**config.mk**
```make
export PLATFORM = sky130hd
export DESIGN_NAME = mshd_front
export DESIGN_NICKNAME = d
export VERILOG_FILES = /design/src/mshd_pkg.sv /design/src/mshd_front.sv
export SDC_FILE = /design/constraint.sdc
export NUM_CORES = 1
export LEC_CHECK = 0
export BUFFER_PORTS_ARGS = -buffer_cell sky130_fd_sc_hd__buf_2
export CAP_MARGIN = 20
export CORE_ASPECT_RATIO = 1.1
export CORE_MARGIN = 2
export CORE_UTILIZATION = 36
export DETAILED_ROUTE_END_ITERATION = 7
export PLACE_DENSITY = 0.64
export SLEW_MARGIN = 20
export SYNTH_ARGS = -nofsm -noshare
export SYNTH_HDL_FRONTEND = slang
export SYNTH_SLANG_ARGS = --single-unit
```
**constraint.sdc**
```tcl
create_clock -name vclk -period 8.6
set_input_delay 2.15 -clock vclk [all_inputs]
set_output_delay 2.15 -clock vclk [all_outputs]
set_load 0.005 [all_outputs]
```
**src/mshd_pkg.sv**
```systemverilog
// Package with the types, tables and constants shared by the heading block.
`timescale 1ns / 1ps
package mshd_pkg;

  localparam int CORDIC_ITERATIONS = 16;
  localparam int ATAN_LEN = 24;
  localparam int QUEUE_DEPTH = 4;
  localparam int OUT_DEPTH = 2;

  localparam logic [0:0] REG_GAIN_SELECT = 1'b0;
  localparam logic [0:0] REG_DECLINATION = 1'b1;

  localparam logic [2:0] GAIN_INVALID = 3'd7;
  localparam logic signed [14:0] DECL_LIMIT = 15'sd11520;
  localparam logic [14:0] DECL_RESET = 15'd3374;
  localparam logic signed [16:0] HEADING_FULL = 17'sd23040;
  localparam logic signed [15:0] ANGLE_HALF = 16'sd11520;
  localparam logic signed [26:0] Z_HALF = 27'sd11796480;
  localparam logic signed [26:0] Z_FULL = 27'sd23592960;
  localparam logic signed [26:0] Z_ROUND = 27'sd512;
  localparam logic [27:0] SCALE_MUL = 28'd1600;
  localparam logic [63:0] RCP_NUM = 64'd4294967296;

  localparam logic [21:0] ATAN_TAB [ATAN_LEN] = '{
    22'd2949120, 22'd1740967, 22'd919879, 22'd466945, 22'd234379, 22'd117304,
    22'd58666, 22'd29335, 22'd14668, 22'd7334, 22'd3667, 22'd1833,
    22'd917, 22'd458, 22'd229, 22'd115, 22'd57, 22'd29,
    22'd14, 22'd7, 22'd4, 22'd2, 22'd1, 22'd0
  };

  typedef struct packed {
    logic [2:0]         gain_select;
    logic signed [14:0] declination;
  } cfg_t;

  typedef struct packed {
    logic [25:0]        mag_x;
    logic [25:0]        mag_y;
    logic [25:0]        mag_z;
    logic               neg_x;
    logic               neg_y;
    logic               neg_z;
    logic [10:0]        lsb_xy;
    logic [10:0]        lsb_z;
    logic [24:0]        rcp_xy;
    logic [24:0]        rcp_z;
    logic               on_axis;
    logic signed [15:0] axis_angle;
    logic signed [26:0] cx;
    logic signed [26:0] cy;
    logic signed [26:0] cz;
    logic signed [14:0] decl;
  } front_t;

  typedef struct packed {
    front_t      f;
    logic [49:0] prod_x;
    logic [49:0] prod_y;
    logic [49:0] prod_z;
    logic [17:0] qe_x;
    logic [17:0] qe_y;
    logic [17:0] qe_z;
    logic [25:0] rem_x;
    logic [25:0] rem_y;
    logic [25:0] rem_z;
    logic signed [18:0] fld_x;
    logic signed [18:0] fld_y;
    logic signed [18:0] fld_z;
  } stage_t;

  typedef struct packed {
    logic signed [18:0] field_x;
    logic signed [18:0] field_y;
    logic signed [18:0] field_z;
    logic [14:0]        heading;
  } result_t;

  function automatic logic [10:0] lsb_xy_of(input logic [2:0] g);
    logic [10:0] v;
    case (g)
      3'd1: v = 11'd855;
      3'd2: v = 11'd670;
      3'd3: v = 11'd450;
      3'd4: v = 11'd400;
      3'd5: v = 11'd330;
      3'd6: v = 11'd230;
      default: v = 11'd1100;
    endcase
    return v;
  endfunction

  function automatic logic [10:0] lsb_z_of(input logic [2:0] g);
    logic [10:0] v;
    case (g)
      3'd1: v = 11'd760;
      3'd2: v = 11'd600;
      3'd3: v = 11'd400;
      3'd4: v = 11'd255;
      3'd5: v = 11'd295;
      3'd6: v = 11'd205;
      default: v = 11'd980;
    endcase
    return v;
  endfunction

  function automatic logic [24:0] rcp_xy_of(input logic [2:0] g);
    logic [63:0] v;
    case (g)
      3'd1: v = RCP_NUM / 64'd855;
      3'd2: v = RCP_NUM / 64'd670;
      3'd3: v = RCP_NUM / 64'd450;
      3'd4: v = RCP_NUM / 64'd400;
      3'd5: v = RCP_NUM / 64'd330;
      3'd6: v = RCP_NUM / 64'd230;
      default: v = RCP_NUM / 64'd1100;
    endcase
    return v[24:0];
  endfunction

  function automatic logic [24:0] rcp_z_of(input logic [2:0] g);
    logic [63:0] v;
    case (g)
      3'd1: v = RCP_NUM / 64'd760;
      3'd2: v = RCP_NUM / 64'd600;
      3'd3: v = RCP_NUM / 64'd400;
      3'd4: v = RCP_NUM / 64'd255;
      3'd5: v = RCP_NUM / 64'd295;
      3'd6: v = RCP_NUM / 64'd205;
      default: v = RCP_NUM / 64'd980;
    endcase
    return v[24:0];
  endfunction

endpackage

```
**src/mshd_front.sv**
```systemverilog
// Front end: forms the raw axes, picks the gain constants and prepares the CORDIC start vector.
`timescale 1ns / 1ps
module mshd_front (
  input  logic [7:0]       x_high,
  input  logic [7:0]       x_low,
  input  logic [7:0]       z_high,
  input  logic [7:0]       z_low,
  input  logic [7:0]       y_high,
  input  logic [7:0]       y_low,
  input  mshd_pkg::cfg_t   cfg,
  output mshd_pkg::front_t item
);

  logic signed [15:0] raw_x, raw_y, raw_z;
  logic [16:0] abs_x, abs_y, abs_z;
  logic [27:0] prod_x, prod_y, prod_z;
  logic signed [26:0] sx, sy;

  assign raw_x = $signed({x_high, x_low});
  assign raw_y = $signed({y_high, y_low});
  assign raw_z = $signed({z_high, z_low});

  assign abs_x = raw_x[15] ? 17'(-{raw_x[15], raw_x}) : {1'b0, raw_x};
  assign abs_y = raw_y[15] ? 17'(-{raw_y[15], raw_y}) : {1'b0, raw_y};
  assign abs_z = raw_z[15] ? 17'(-{raw_z[15], raw_z}) : {1'b0, raw_z};

  assign prod_x = {11'b0, abs_x} * mshd_pkg::SCALE_MUL;
  assign prod_y = {11'b0, abs_y} * mshd_pkg::SCALE_MUL;
  assign prod_z = {11'b0, abs_z} * mshd_pkg::SCALE_MUL;

  assign sx = $signed({{3{raw_x[15]}}, raw_x, 8'b0});
  assign sy = $signed({{3{raw_y[15]}}, raw_y, 8'b0});

  always_comb begin
    item.mag_x = prod_x[25:0];
    item.mag_y = prod_y[25:0];
    item.mag_z = prod_z[25:0];
    item.neg_x = raw_x[15];
    item.neg_y = raw_y[15];
    item.neg_z = raw_z[15];
    item.lsb_xy = mshd_pkg::lsb_xy_of(cfg.gain_select);
    item.lsb_z = mshd_pkg::lsb_z_of(cfg.gain_select);
    item.rcp_xy = mshd_pkg::rcp_xy_of(cfg.gain_select);
    item.rcp_z = mshd_pkg::rcp_z_of(cfg.gain_select);
    item.on_axis = (raw_y == 16'sd0);
    item.axis_angle = raw_x[15] ? mshd_pkg::ANGLE_HALF : 16'sd0;
    if (raw_x[15]) begin
      item.cx = -sx;
      item.cy = -sy;
      item.cz = mshd_pkg::Z_HALF;
    end else begin
      item.cx = sx;
      item.cy = sy;
      item.cz = 27'sd0;
    end
    if (cfg.declination > mshd_pkg::DECL_LIMIT) begin
      item.decl = mshd_pkg::DECL_LIMIT;
    end else if (cfg.declination < -mshd_pkg::DECL_LIMIT) begin
      item.decl = -mshd_pkg::DECL_LIMIT;
    end else begin
      item.decl = cfg.declination;
    end
  end

endmodule

```
Word level (Yosys, flattened, before mapping)
Index checks and enable logic that the tools add are counted.
- word-level logic and storage cells: 28
- memories kept: 0
- register bits: 0
- input bits: 66
- bits in latches: 0
- output and inout port bits: 266
- RAM bits: 0
- ROM bits: 0
- bitwise gates (word level): 0
- order comparisons: 2
- divide/modulo/power cells: 0
- $mul: 3
- shift operators: 0
- eq/ne operators: 6
- mux-type cells: 11
- $add $sub $neg: 5
- reductions and logical operators: 1
- operator list (cell ; count):
    $pmux 25 s6 ; 2
    $mux 81 ; 1
    $pmux 11 s6 ; 1
    $mul 17x5->20 const B ; 3
    $pmux 10 s6 ; 1
    $neg 24->27 ; 2
    $mux 17 ; 3
    $neg 17->17 ; 3
    $mux 15 ; 2
    $logic_not 16->1 ; 1
    $gt 15x15->1 const B ; 1
    $lt 15x15->1 const B ; 1
    $mux 14 ; 1
    $eq 3x3->1 const B ; 3
    $eq 3x2->1 const B ; 2
    $eq 3x1->1 const B ; 1

Longest topological paths before layout
- word-level depth: 3
- gate-level depth with buffers: 19
- depth with buffers taken out: 19

Worst setup path before layout
OpenSTA, ideal clock, no wires.
- path kind: input port to output port
- start point: input port y_low[2]
- end point: output port item[239] (netlist bit)
- arrival time: 6.460 ns
- cell stages on the path: 16
- data required time: 6.450 ns
- path buffers: 0
- slack: -0.010 ns
- cell sequence: or3_1 > nand2b_1 > or4_1 > nand2_1 > xor2_1 > inv_1 > ha_1 > ha_1 > fa_1 > ha_1 > and2_1 > and3_1 > a2111oi_0 > o31ai_1 > a21oi_1 > xnor2_1
- RTL lines (element ; line ; RTL):
    from (decl) ; mshd_front.sv:9 ; input logic [7:0] y_low,
    to (decl) ; mshd_front.sv:11 ; output mshd_pkg::front_t item

==> flow_summary.yaml <==
power:
  power_switching_share: 0.4972
  p_leak_nw: 5.243
  p_comb_frac: 1.000
  seqPwrFrac: 0
  power_density_nw_per_um2: 217.9
  power_frac_clock: 0
  ir_worst_vdd_mv: 0.1869
  power.switching_w: 0.001000
  p_int_w: 0.001011
floorplan:
  die_x_um: 136.4
  core.rowCount: 53
  initial_core_util: 0.3647
  dieArea_um2: 20410
  die_y_um: 149.6
  num_io_pins: 332
  core-area_um2: 19030
setup_path:
  worst-path-max-fanout: 3
  critPathLaunchType: "primary input"
  critical_path_required_ns: 6.45
  critical_path_class: "in2out"
  crit_arrival_ns: 6.36
  cp-end-kind: "output port"
  crit_chain: "buf_6, or4_4, buf_6, or4_4, buf_6, o41ai_4, xnor2_2, buf_4, inv_2, fa_1, inv_2, ha_4, nand3_2, o21ba_4, or4_4, a221oi_2, xnor2_1, buf_2"
  slowest_delay_ns: 0.55
  critPathSlowestCell: "or4_4"
sta:
  slew_violations: 0
  rsz0062_at_grt: "yes"
  worstMarginPinSlew_ns: 0.6578
  hold_viol: 0
  holdWs_ns: 4.587
  timing.fmax_mhz: 117.5
  period_share: 0.9893
  slew_headroom: 0.5605
  setup_viol: 0
  fin_crit_ns: 8.508
hold_path:
  hold_end: "item[246]"
  hold_path.class: "in2out"
  min_path_cells: 2
  hold_start: "x_low[0]"
run_status:
  status: "finished clean"
layout:
  final_core_utilization: 0.4850
  multi_input_area_um2: 6306
  drive_gt1_frac: 0.3501
  clkbuf_count: 0
  register_area_um2: 0
  design.seq.count: 0
  area_delta_synth_final_pct: 32.97
  fill_cells: 1934
  fin_nets: 1484
global_route:
  use_met1: 0.2202
  globalRouteMet3Util: 0.01152
  grt_max_degree: 32
  grt_pass1_wl_um: 28840
  met2_usage: 0.3070
  grt_pass1_vias: 6299
  antenna_found_initial: 2
  gr-usage-all-layers: 0.1690
  grt-busiest-layer: "met2"
  gr-total-overflow: 0
drt:
  via_per_inst: 4.578
  ant_nets: 0
  vias: 6789
  route.detailed.drc: 0
  post_drt_wl_per_cell_um: 12.59
  drt_pre_antenna_iters: 4
  drt_iter0_drc: 183
  drt_wl_total_um: 18660
synthesis:
  synthesis.area_um2: 6942
  yosysWarnings: 0
  syn_area_per_cell_um2: 7.537
  yosysMostFrequentCell: "inv_1"
  synth_cell_type_count: 57
  syn_inst: 921
  synth_area_leaders: "ha_1 27%, buf_4 11%, xnor2_1 10%"
  synth_top_area_cell: "ha_1"
  synth_common_cells: "153 x inv_1, 149 x ha_1, 103 x buf_4"
  synthDominantCellAreaShare: 0.2686
  ys_seq_area_frac: 0
job:
  maxCapViolations: 0
placed_design:
  place_congestion: 0.8857
  dp_hpwl_um: 16380
  numPortBuffers: 258
clock_tree:
  postCtsHoldBufs: 0
[cells in the final DEF (no fill, tap or decap), drive strengths merged, types with 2 or more instances in the layout]
cell       n
o31ai      8
nor2b     10
o21bai     4
a221oi     2
or2        3
a31oi      4
o21ai     43
xor2      39
or3        8
a21o      18
xnor2     84
and3       2
o41ai      4
o21a       6
a21boi     3
nor4       5
a31o       3
a2111oi    2
or4        8
a211oi     6
nand2b    13
ha       149
nand2     60
diode      2
o211ai     3
a21oi     34
buf      352
conb      76
inv      153
nor2      51
nand4      4
fa        33
nand3     10
nor3      13
and2      11
[worst max path at each step]
stage	start	end	slack (ns)	depth (start not counted)
floorplan	z_low[6]	item[213]	0.07	16
global placement	z_low[6]	item[213]	-0.20	18
detailed placement	z_low[6]	item[213]	-0.27	18
CTS	y_low[0]	item[237]	0.001	23
global route	z_low[0]	item[213]	-0.04	21
finish	z_low[3]	item[213]	0.09	18
[critical path: cells and delay by family]
kind	cells	cell delay [ns]
simple gates	4	1.58
compound gates	3	0.85
buf+inv	7	0.74
fa+ha+maj	2	0.70
xor+xnor	2	0.33
[power by group through the flow]
stage	clock [W]	combinational [W]	sequential, W
global placement	0	0.00183	0
floorplan	0	0.00117	0
detailed placement	0	0.00185	0
CTS	0	0.00189	0
finish	0.0000000000312	0.00201	0
global route	0.0000000000312	0.00226	0
[cell families (layout without fill, tap and decap cells)]
group	after synthesis	count (layout)	synth area share
buffers and inverters	267	506	0.2001
and+or+nand+nor	202	202	0.1447
adders and majority gates	182	182	0.3637
AOI/OAI and AO/OA	145	145	0.1330
xor gates and xnor gates	123	123	0.1574
other	2	78	0.001082
[layer usage]
metal | part of all wire | wire [um] | vias to the layer above
met3 | 0.045 | 839 | 24
li1 | - | - | 3477
met1 | 0.44 | 8130 | 3104
met5 | 0 | 0 | -
met2 | 0.50 | 9302 | 184
met4 | 0.021 | 391 | 0
[per-stage QoR]
stage,power [W],std cells,worst slack [ns],TNS (ns),area (um2)
finish,0.002011,1483,0.09231,0,9230
global route,0.002264,1483,-0.04094,-0.04903,9230
CTS,0.001891,1474,0.001379,0,8722
global placement,0.001833,1472,-0.1992,-0.2390,8648
detailed placement,0.001854,1472,-0.2673,-0.4051,8648
floorplan,0.001172,995,0.06674,0,7221
[repair_timing]
action | 4_1_cts | 5_1_grt
buffers inserted | 2 | 8
pin swaps | 8 | 48
resized for setup | 9 | 75
endpoints found under the setup margin | 5 | 10
[layout make-up]
class	instances	share of cell area
antenna	2	0.0005422
multi-input combinational	728	0.6832
tap	247	0.03348
timing repair buffer	352	0.2201
inverter	154	0.06263
(Power assumes the default switching activity.)
