File: src/mshd_pkg.sv
// Package with the types, tables and constants shared by the heading block.
`timescale 1ns / 1ps
package mshd_pkg;

  localparam int CORDIC_ITERATIONS = 16;
  localparam int ATAN_LEN = 24;
  localparam int QUEUE_DEPTH = 4;
  localparam int OUT_DEPTH = 2;

  localparam logic [0:0] REG_GAIN_SELECT = 1'b0;
  localparam logic [0:0] REG_DECLINATION = 1'b1;

  localparam logic [2:0] GAIN_INVALID = 3'd7;
  localparam logic signed [14:0] DECL_LIMIT = 15'sd11520;
  localparam logic [14:0] DECL_RESET = 15'd3374;
  localparam logic signed [16:0] HEADING_FULL = 17'sd23040;
  localparam logic signed [15:0] ANGLE_HALF = 16'sd11520;
  localparam logic signed [26:0] Z_HALF = 27'sd11796480;
  localparam logic signed [26:0] Z_FULL = 27'sd23592960;
  localparam logic signed [26:0] Z_ROUND = 27'sd512;
  localparam logic [27:0] SCALE_MUL = 28'd1600;
  localparam logic [63:0] RCP_NUM = 64'd4294967296;

  localparam logic [21:0] ATAN_TAB [ATAN_LEN] = '{
    22'd2949120, 22'd1740967, 22'd919879, 22'd466945, 22'd234379, 22'd117304,
    22'd58666, 22'd29335, 22'd14668, 22'd7334, 22'd3667, 22'd1833,
    22'd917, 22'd458, 22'd229, 22'd115, 22'd57, 22'd29,
    22'd14, 22'd7, 22'd4, 22'd2, 22'd1, 22'd0
  };

  typedef struct packed {
    logic [2:0]         gain_select;
    logic signed [14:0] declination;
  } cfg_t;

  typedef struct packed {
    logic [25:0]        mag_x;
    logic [25:0]        mag_y;
    logic [25:0]        mag_z;
    logic               neg_x;
    logic               neg_y;
    logic               neg_z;
    logic [10:0]        lsb_xy;
    logic [10:0]        lsb_z;
    logic [24:0]        rcp_xy;
    logic [24:0]        rcp_z;
    logic               on_axis;
    logic signed [15:0] axis_angle;
    logic signed [26:0] cx;
    logic signed [26:0] cy;
    logic signed [26:0] cz;
    logic signed [14:0] decl;
  } front_t;

  typedef struct packed {
    front_t      f;
    logic [49:0] prod_x;
    logic [49:0] prod_y;
    logic [49:0] prod_z;
    logic [17:0] qe_x;
    logic [17:0] qe_y;
    logic [17:0] qe_z;
    logic [25:0] rem_x;
    logic [25:0] rem_y;
    logic [25:0] rem_z;
    logic signed [18:0] fld_x;
    logic signed [18:0] fld_y;
    logic signed [18:0] fld_z;
  } stage_t;

  typedef struct packed {
    logic signed [18:0] field_x;
    logic signed [18:0] field_y;
    logic signed [18:0] field_z;
    logic [14:0]        heading;
  } result_t;

  function automatic logic [10:0] lsb_xy_of(input logic [2:0] g);
    logic [10:0] v;
    case (g)
      3'd1: v = 11'd855;
      3'd2: v = 11'd670;
      3'd3: v = 11'd450;
      3'd4: v = 11'd400;
      3'd5: v = 11'd330;
      3'd6: v = 11'd230;
      default: v = 11'd1100;
    endcase
    return v;
  endfunction

  function automatic logic [10:0] lsb_z_of(input logic [2:0] g);
    logic [10:0] v;
    case (g)
      3'd1: v = 11'd760;
      3'd2: v = 11'd600;
      3'd3: v = 11'd400;
      3'd4: v = 11'd255;
      3'd5: v = 11'd295;
      3'd6: v = 11'd205;
      default: v = 11'd980;
    endcase
    return v;
  endfunction

  function automatic logic [24:0] rcp_xy_of(input logic [2:0] g);
    logic [63:0] v;
    case (g)
      3'd1: v = RCP_NUM / 64'd855;
      3'd2: v = RCP_NUM / 64'd670;
      3'd3: v = RCP_NUM / 64'd450;
      3'd4: v = RCP_NUM / 64'd400;
      3'd5: v = RCP_NUM / 64'd330;
      3'd6: v = RCP_NUM / 64'd230;
      default: v = RCP_NUM / 64'd1100;
    endcase
    return v[24:0];
  endfunction

  function automatic logic [24:0] rcp_z_of(input logic [2:0] g);
    logic [63:0] v;
    case (g)
      3'd1: v = RCP_NUM / 64'd760;
      3'd2: v = RCP_NUM / 64'd600;
      3'd3: v = RCP_NUM / 64'd400;
      3'd4: v = RCP_NUM / 64'd255;
      3'd5: v = RCP_NUM / 64'd295;
      3'd6: v = RCP_NUM / 64'd205;
      default: v = RCP_NUM / 64'd980;
    endcase
    return v[24:0];
  endfunction

endpackage

File: src/mshd_queue.sv
// Short queue of prepared samples between the front end and the pipeline.
`timescale 1ns / 1ps
module mshd_queue (
  input  logic             clk,
  input  logic             rst,
  input  logic             wr,
  input  mshd_pkg::front_t wdata,
  output logic             full,
  input  logic             rd,
  output mshd_pkg::front_t rdata,
  output logic             empty
);

  localparam int AW = $clog2(mshd_pkg::QUEUE_DEPTH);

  mshd_pkg::front_t mem [mshd_pkg::QUEUE_DEPTH];
  logic [AW-1:0] wptr, rptr;
  logic [AW:0] count;

  assign full = (count == (AW+1)'(mshd_pkg::QUEUE_DEPTH));
  assign empty = (count == '0);
  assign rdata = mem[rptr];

  always_ff @(posedge clk) begin
    if (wr && !full) begin
      mem[wptr] <= wdata;
    end
  end

  always_ff @(posedge clk) begin
    if (rst) begin
      wptr <= '0;
      rptr <= '0;
      count <= '0;
    end else begin
      if (wr && !full) begin
        wptr <= wptr + 1'b1;
      end
      if (rd && !empty) begin
        rptr <= rptr + 1'b1;
      end
      count <= count + (AW+1)'(wr && !full) - (AW+1)'(rd && !empty);
    end
  end

endmodule

File: config.mk
export PLATFORM = sky130hd
export DESIGN_NAME = mshd_queue
export DESIGN_NICKNAME = d
export VERILOG_FILES = /design/src/mshd_pkg.sv /design/src/mshd_queue.sv
export SDC_FILE = /design/constraint.sdc
export NUM_CORES = 1
export LEC_CHECK = 0
export BUFFER_PORTS_ARGS = -buffer_cell sky130_fd_sc_hd__buf_2
export CORE_MARGIN = 5
export CORE_UTILIZATION = 40
export DETAILED_ROUTE_END_ITERATION = 12
export MAX_ROUTING_LAYER = met4
export PLACE_DENSITY = 0.7
export REMOVE_ABC_BUFFERS = 1
export SKIP_CTS_REPAIR_TIMING = 1
export SLEW_MARGIN = 20
export SYNTH_ARGS = -nofsm -noshare
export SYNTH_HDL_FRONTEND = slang
export SYNTH_SLANG_ARGS = --single-unit
export TNS_END_PERCENT = 1
File: constraint.sdc
create_clock -name clk -period 23.3 [get_ports clk]
set_clock_uncertainty 0.2 [all_clocks]
set_input_delay 4.66 -clock clk [delete_from_list [all_inputs] [get_ports clk]]
set_output_delay 4.66 -clock clk [all_outputs]
set_load 0.01 [all_outputs]
# ---- Word-level counts from Yosys, hierarchy flattened
# Memories as Yosys holds them, arrays and structs flattened. A register that Yosys moved wholly into a read port is not among the register bits.
# Index checks and enable logic that the tools add are counted.
dict set report word_totals {
  reg_bits 7
  latchBits 0
  ram_bits 1064
  mem_bits_ro 0
  output_inout_bits 268
  wordCells 18
  memories 1
}
dict set report classes {
  n_addsub 4
  mul 0
  div_mod_pow 0
  magnitude_cmp 0
  n_eq_ne 1
  shift 0
  muxes 4
  n_bitwise 0
  n_reduce_logical 5
}
# name words width read_ports rd_clocked_by_memory_dff write_ports line_no
set memory_table {}
lappend memory_table {mem 4 266 1 1 1 mshd_queue.sv:16} ;# mshd_pkg::front_t mem [mshd_pkg::QUEUE_DEPTH];
# cell n
set ops {}
lappend ops {{2-bit by 1-bit adder with 2-bit output, second input constant} 2}
lappend ops {{2-bit 2-to-1 mux} 2}
lappend ops {{3-bit by 1-bit adder with 3-bit output} 1}
lappend ops {{3-bit equality test, second input constant} 1}
lappend ops {{3-bit zero test} 1}
lappend ops {{3-bit by 1-bit subtractor with 3-bit output} 1}
lappend ops {{1-bit logical AND} 2}
lappend ops {{1-bit zero test} 2}
lappend ops {{1-bit 2-to-1 mux} 2}

# ---- Depth between registers and ports, before layout
# Gate-level depths: netlist (run 1).
dict set report depth {
  ltp_word 5
  depth_mapped 10
}

# ---- Worst setup path after synthesis (run 1)
# No wires, ideal clock.
dict set report synth_path {
  path_kind {input to register}
  from {input port wr}
  to {memory mem[0][0] (netlist bit) (enable)}
  setup_ps 661
  t_arrival_ps 11022
  t_required_ps 22439
  path_slack_ps 11417
  stages 3
  path_cell_list {inv_1 -> nor2_1 -> and2_1}
}
dict set report synth_between {
  elab_chain_cells 3
}
# element line_no
set synth_lines {}
lappend synth_lines {{start: declaration} mshd_queue.sv:6} ;# input logic wr,
lappend synth_lines {{1-bit logical AND} mshd_queue.sv:25} ;# if (wr && !full) begin
lappend synth_lines {{1-bit 2-to-1 mux} mshd_queue.sv:25}
lappend synth_lines {{1-bit 2-to-1 mux (implied by the code)} mshd_queue.sv:26} ;# mem[wptr] <= wdata;
lappend synth_lines {{end: declaration} mshd_queue.sv:16}
# Every way passes these cells.

==> metrics.txt, run 1 <==
Netlist cell types=26; Worst Setup Slack, final=14450 ps; Critical Path Start Type=flip-flop; vias in the first global route=18684; most frequent cells in the layout=edfxtp_1 (1064), buf_2 (537), mux4_2 (266), clkbuf_16 (105), clkinv_1 (26); Slew Viols, Final=0; Rel. slew slack=0.1257; fmax=113.0 MHz; final hold slack=293.0 ps; period utilization=0.3797; WL final=81140 microns; die width=322.0 microns; layout cells sized above 1=0.4625; Layout Utilization=0.4806; Overflow after GRT=0; Routability Congestion=0.7833; Power Density=110.5 nW/um^2; Post-DRT Antenna Nets=0; crit path capture=rdata[236]; Layout Area Growth over Synthesis=19.39%; Worst R2R Path Depth=5; Num CTS Buffers=104; Leakage=15.31 nW; r2r setup slk=19280 ps; status=finished, final reports clean; Clock Pin Slew Worst Setup and Hold Paths=60 ps; post-DR vias/cell=5.100; synth warn=0; Critical R2R Launch=count[1]; final cell count without fillers=3438; Required @ worst endpoint=18440 ps; Hold Crit Class=reg2reg; Total Routing Usage GR=0.1587; setup TNS=0 ps; Post-Syn Area=38930 sq um; initial antenna violation count=24; Worst R2R End=mem[2][177]; CTS tree=yes; port bufs=537; hold path cells=2; CP Capture Type=output port; die area=103700 sq um; Num Clock Sinks=1073; final setup fails=0; worst slew pin tran=1311 ps; H-Tree Depth=3; Residual DRC=0; commonest non-fill, non-tap cell in the layout=edfxtp_1; Worst-Skew Late Latency=660 ps; final hold violation count=0; Core Rows=114; worst slack, placed=14950 ps; global-route wire length before repair=120400 microns; DP HPWL=51740 microns; root buffer cell=clkbuf_16; worst-path maximum fanout=43; CORE AREA=96710 sq um; # placed instances=3214; largest net degree at the start of global routing=156; post-route minimum period=8847 ps; wire length per cell=23.60 microns; Syn Area/Cell=27.02 sq um; Syn Inst Count=1441; post-synthesis sequential area ratio=0.8253; fillers=7728; Initial DRC Count=1215; CTS max path bufs=3; Ports=538; vias after detailed routing=17533; #FFs+latches synth=1073; RSZ-0062 raised after global routing=no; Worst EP arrival=3990 ps; first-pass iteration count of the detailed router=4; starting density of the core=0.4026; max-cap violation count=0; Nets=2321; DIE HEIGHT=322.0 microns; worst vdd ir=106.7 uV; critical path type=reg2out
power breakdown:
part | total [mW] | switching [mW] | internal [mW]
combinational | 1.06 | 0.569 | 0.492
clock | 1.70 | 0.690 | 1.00
sequential | 2.38 | 0.0619 | 2.32
sequential cells by signal, indices dropped and copies added (netlist names), named ones only:
signal	cells
mem	1064
rptr	2
wptr	2
count	3
metrics by stage:
stage	cell area, sq um	total power [mW]
after global routing	46470	5.366
after floorplan	38400	3.279
after detailed placement	42900	3.511
final	46480	5.138
after global placement	42900	3.485
after CTS	46410	5.219
critical path, stage by stage (launching register included):
cell and delay (ps):
dfxtp_4 830, buf_4 820, buf_4 780, mux4_2 620, buf_2 160
cell usage after synthesis:
master | n | area share
buf_8 | 11 | 0.0042
buf_4 | 2 | 0.00039
nor3b_1 | 1 | 0.00019
buf_2 | 26 | 0.0033
xnor2_1 | 2 | 0.00045
nor3_1 | 1 | 0.00013
nor2b_1 | 2 | 0.00032
or3_1 | 2 | 0.00032
nand2b_1 | 2 | 0.00032
and2_1 | 4 | 0.00064
ha_1 | 6 | 0.0019
clkbuf_1 | 5 | 0.00048
buf_12 | 1 | 0.00051
nor2_1 | 4 | 0.00039
edfxtp_1 | 1064 | 0.82
o21ai_0 | 2 | 0.00026
nand2_1 | 1 | 0.000096
inv_1 | 8 | 0.00077
dfxtp_1 | 9 | 0.0046
buf_6 | 16 | 0.0046
mux4_2 | 266 | 0.15
a21oi_1 | 2 | 0.00026
fa_1 | 1 | 0.00051
mux2i_1 | 1 | 0.00026
xor2_1 | 1 | 0.00022
o31ai_1 | 1 | 0.00019
layout make-up:
type / count / area (sq um) / share of cell area
flip-flops and latches: 1073 / 32140 / 0.6914
multi-input cells: 299 / 6254 / 0.1345
repair buffers: 558 / 2883 / 0.06202
well taps: 1276 / 1597 / 0.03435
diodes: 28 / 70.07 / 0.001507
inverters: 8 / 30.03 / 0.0006460
clock buffers: 118 / 2676 / 0.05758
clock inverters: 78 / 834.6 / 0.01795
cell families (layout without fill, tap and decap cells):
logic type / count (synthesis) / in the layout / synth area share
other: 0 / 28 / 0
muxes: 267 / 267 / 0.1541
buffers and inverters: 69 / 762 / 0.01436
xor gates and xnor gates: 3 / 3 / 0.0006750
DFF: 1073 / 1073 / 0.8253
and+or+nand+nor: 17 / 17 / 0.002410
AOI/OAI and AO/OA: 5 / 5 / 0.0007071
adders and majority gates: 7 / 7 / 0.002442
metal layers:
metal / track usage / up-vias / share of wire
met5: - / - / 0
met1: 0.1899 / 9293 / 0.37
li1: - / 7519 / -
met2: 0.2613 / 605 / 0.52
met3: 0.04480 / 116 / 0.077
met4: 0.05515 / 0 / 0.027
worst min path at each step:
stage	endpoint	slack, ps	startpoint
3_3_place_gp	flip-flop	270	rptr[1]
2_1_floorplan	flip-flop	250	rptr[1]
3_5_place_dp	flip-flop	290	rptr[1]
5_1_grt	flip-flop	340	rptr[1]
6_report	flip-flop	290	rptr[1]
4_1_cts	flip-flop	300	rptr[1]
Power figures use the tool's default switching activity.
==> run 2, diff against run 1 <==
--- a/config.mk
+++ b/config.mk
@@ -5,12 +5,13 @@
 export SDC_FILE = /design/constraint.sdc
 export NUM_CORES = 1
 export LEC_CHECK = 0
+export ABC_AREA = 1
 export BUFFER_PORTS_ARGS = -buffer_cell sky130_fd_sc_hd__buf_2
 export CORE_MARGIN = 5
 export CORE_UTILIZATION = 40
 export DETAILED_ROUTE_END_ITERATION = 12
 export MAX_ROUTING_LAYER = met4
-export PLACE_DENSITY = 0.7
+export PLACE_DENSITY = 0.72
 export REMOVE_ABC_BUFFERS = 1
 export SKIP_CTS_REPAIR_TIMING = 1
 export SLEW_MARGIN = 20
==> constraint.sdc (replaced) <==
create_clock -name clk -period 8.03 [get_ports clk]
set_clock_uncertainty 0.2 [all_clocks]
set_input_delay 1.606 -clock clk [delete_from_list [all_inputs] [get_ports clk]]
set_output_delay 1.606 -clock clk [all_outputs]
set_load 0.01 [all_outputs]
==> metrics.txt, run 2 <==
Num CTS Buffers=106; Residual DRC=0; vias after detailed routing=23785; vias in the first global route=22774; post-DR vias/cell=5.256; Netlist cell types=18; Nets=3407; Overflow after GRT=0; CTS max path bufs=3; Required @ worst endpoint=6220 ps; crit-path cells=buf_4 -> buf_12 -> o21ai_0 -> o22ai_1 -> buf_2; Worst-Skew Late Latency=670 ps; Clock Pin Slew Worst Setup and Hold Paths=60 ps; Critical Path Start Type=flip-flop; #FFs+latches synth=1073; Power Density=319.6 nW/um^2; commonest non-fill, non-tap cell in the layout=edfxtp_1; Slew Viols, Final=0; Final Power=14.99 mW; CP peak stage delay=680 ps; met3 Usage GRT=0.04442; worst slack, placed=3337 ps; root buffer cell=clkbuf_16; synth warn=0; CTS tree=yes; final hold violation count=0; Worst Setup Slack, final=2588 ps; fmax=183.8 MHz; Hold Crit Class=reg2reg; worst-path maximum fanout=195; Largest register FFs=1064; worst slew pin tran=1221 ps; CP Capture Type=output port; GR met2 Demand/Resource=0.2727; Worst EP arrival=3640 ps; asr flop ratio synth=0; H-Tree Depth=3; layout cells sized above 1=0.2218; Layout Area Growth over Synthesis=18.25%; Regs by FF count=mem: 1064 flops, count: 3 flops; design area=46900 sq um; Post-Place Cell Area=43430 sq um; starting density of the core=0.4030; global-route wire length before repair=134400 microns; GRT met1 Usage=0.2015; CORE AREA=98420 sq um; Ports=538; RSZ-0062 raised after global routing=no; top-count cell post-synth=edfxtp_1; Initial DRC Count=2051; Synth top cells by count=edfxtp_1 (1064), nor2_1 (546), o21ai_0 (405), o22ai_1 (266), o21ai_1 (127); Post-Syn Area=39660 sq um; Num Clock Sinks=1073; Total Routing Usage GR=0.1645; top cell family by delay on the critical path=buffers and inverters; largest net degree at the start of global routing=256; Syn Inst Count=2640; status=finished, final reports clean; first-pass iteration count of the detailed router=5; Core Rows=115; worst vdd ir=256.2 uV; Post-synth EDFFs=1064; critical path type=reg2out; WL final=88520 microns; Rel. slew slack=0.1861; Primary FF master, synth=edfxtp_1; Biggest register=mem; Bufs and invs on worst path=3; Syn Area/Cell=15.02 sq um; die width=324.9 microns; period utilization=0.6777; post-synthesis sequential area ratio=0.8101; setup TNS=0 ps; largest cells by area after synthesis=edfxtp_1 (81%), nor2_1 (5.2%), o21ai_0 (5.1%); grt peak-use layer=met2; max-cap violation count=0; final setup fails=0; Leakage=16.06 nW; most frequent cells in the layout=edfxtp_1 (1064), nor2_1 (542), buf_2 (537), o21ai_0 (405), o22ai_1 (266); Layout Utilization=0.4765; Routability Congestion=0.7540; Synth area leader=edfxtp_1; DP HPWL=49420 microns; port bufs=537; slowest CP cell=buf_4; fillers=8370; die area=105600 sq um; top cell type's share of synthesized area=0.8055; DIE HEIGHT=324.9 microns; Post-DRT Antenna Nets=0; initial antenna violation count=15; hold_sp=rptr[0]; Critical R2R Launch=count[1]; wire length per cell=19.56 microns; post-route minimum period=5442 ps
==> run 2: changes by cell type after synthesis, moves of 11 or more <==
| cell | previous run | this run |
|---|---|---|
| mux4_2 | 266 | 0 |
| o21ai_1 | 0 | 127 |
| buf_8 | 11 | 0 |
| o21ai_0 | 2 | 405 |
| nor2_1 | 4 | 546 |
| nand2_1 | 1 | 12 |
| buf_2 | 26 | 109 |
| clkbuf_1 | 5 | 42 |
| o22ai_1 | 0 | 266 |
==> run 2: report_power, final <==
part | internal [mW] | switching, mW
sequential | 6.82 | 0.148
combinational | 0.975 | 2.22
clock | 2.80 | 2.02
==> run 2: worst paths after layout <==
path	slack, ps	to	depth (start not counted)
worst max-delay path	2590	rdata[113]	5
worst min-delay path	300	rptr[0]	2
worst max register to register	5140	mem[0][32]	5
worst min register to register	300	rptr[0]	2
==> run 2: kinds of logic (layout without fill, tap and decap cells) <==
| family | Yosys count | in the layout | synth area share |
|---|---|---|---|
| AOI/OAI and AO/OA | 803 | 803 | 0.1097 |
| adders and majority gates | 7 | 7 | 0.002397 |
| buffers and inverters | 195 | 774 | 0.02451 |
| DFF | 1073 | 1073 | 0.8101 |
| other | 0 | 19 | 0 |
| and+or+nand+nor | 562 | 562 | 0.05331 |
==> run 2: final cells by class <==
cell class	instances	area (sq um)	area share
clock inverters	65	635.6	0.01355
repair buffers	557	2988	0.06371
diodes	19	47.55	0.001014
inverters	20	98.84	0.002108
flip-flops and latches	1073	32140	0.6852
multi-input cells	1372	6591	0.1405
well taps	1287	1610	0.03433
clock buffers	132	2791	0.05952
==> run 2: worst register-to-register path: cells and delay by family, from the launching register on <==
| kind | cells | cell delay [ps] |
|---|---|---|
| simple gates | 4 | 970 |
| flops | 1 | 360 |
| buf+inv | 1 | 460 |
==> run 2: metrics by stage <==
stage	std cells	hold slack, ps
after global routing	4522	346.0
after detailed placement	4309	293.1
after CTS	4506	307.9
after global placement	4309	263.6
after floorplan	2465	248.1
final	4525	302.5
==> run 2: metal layers <==
metal / vias to the layer above / wire length (microns)
met1: 11808 / 34850
met5: - / 0
met3: 137 / 6743
met4: 0 / 2099
met2: 790 / 44820
li1: 11050 / -
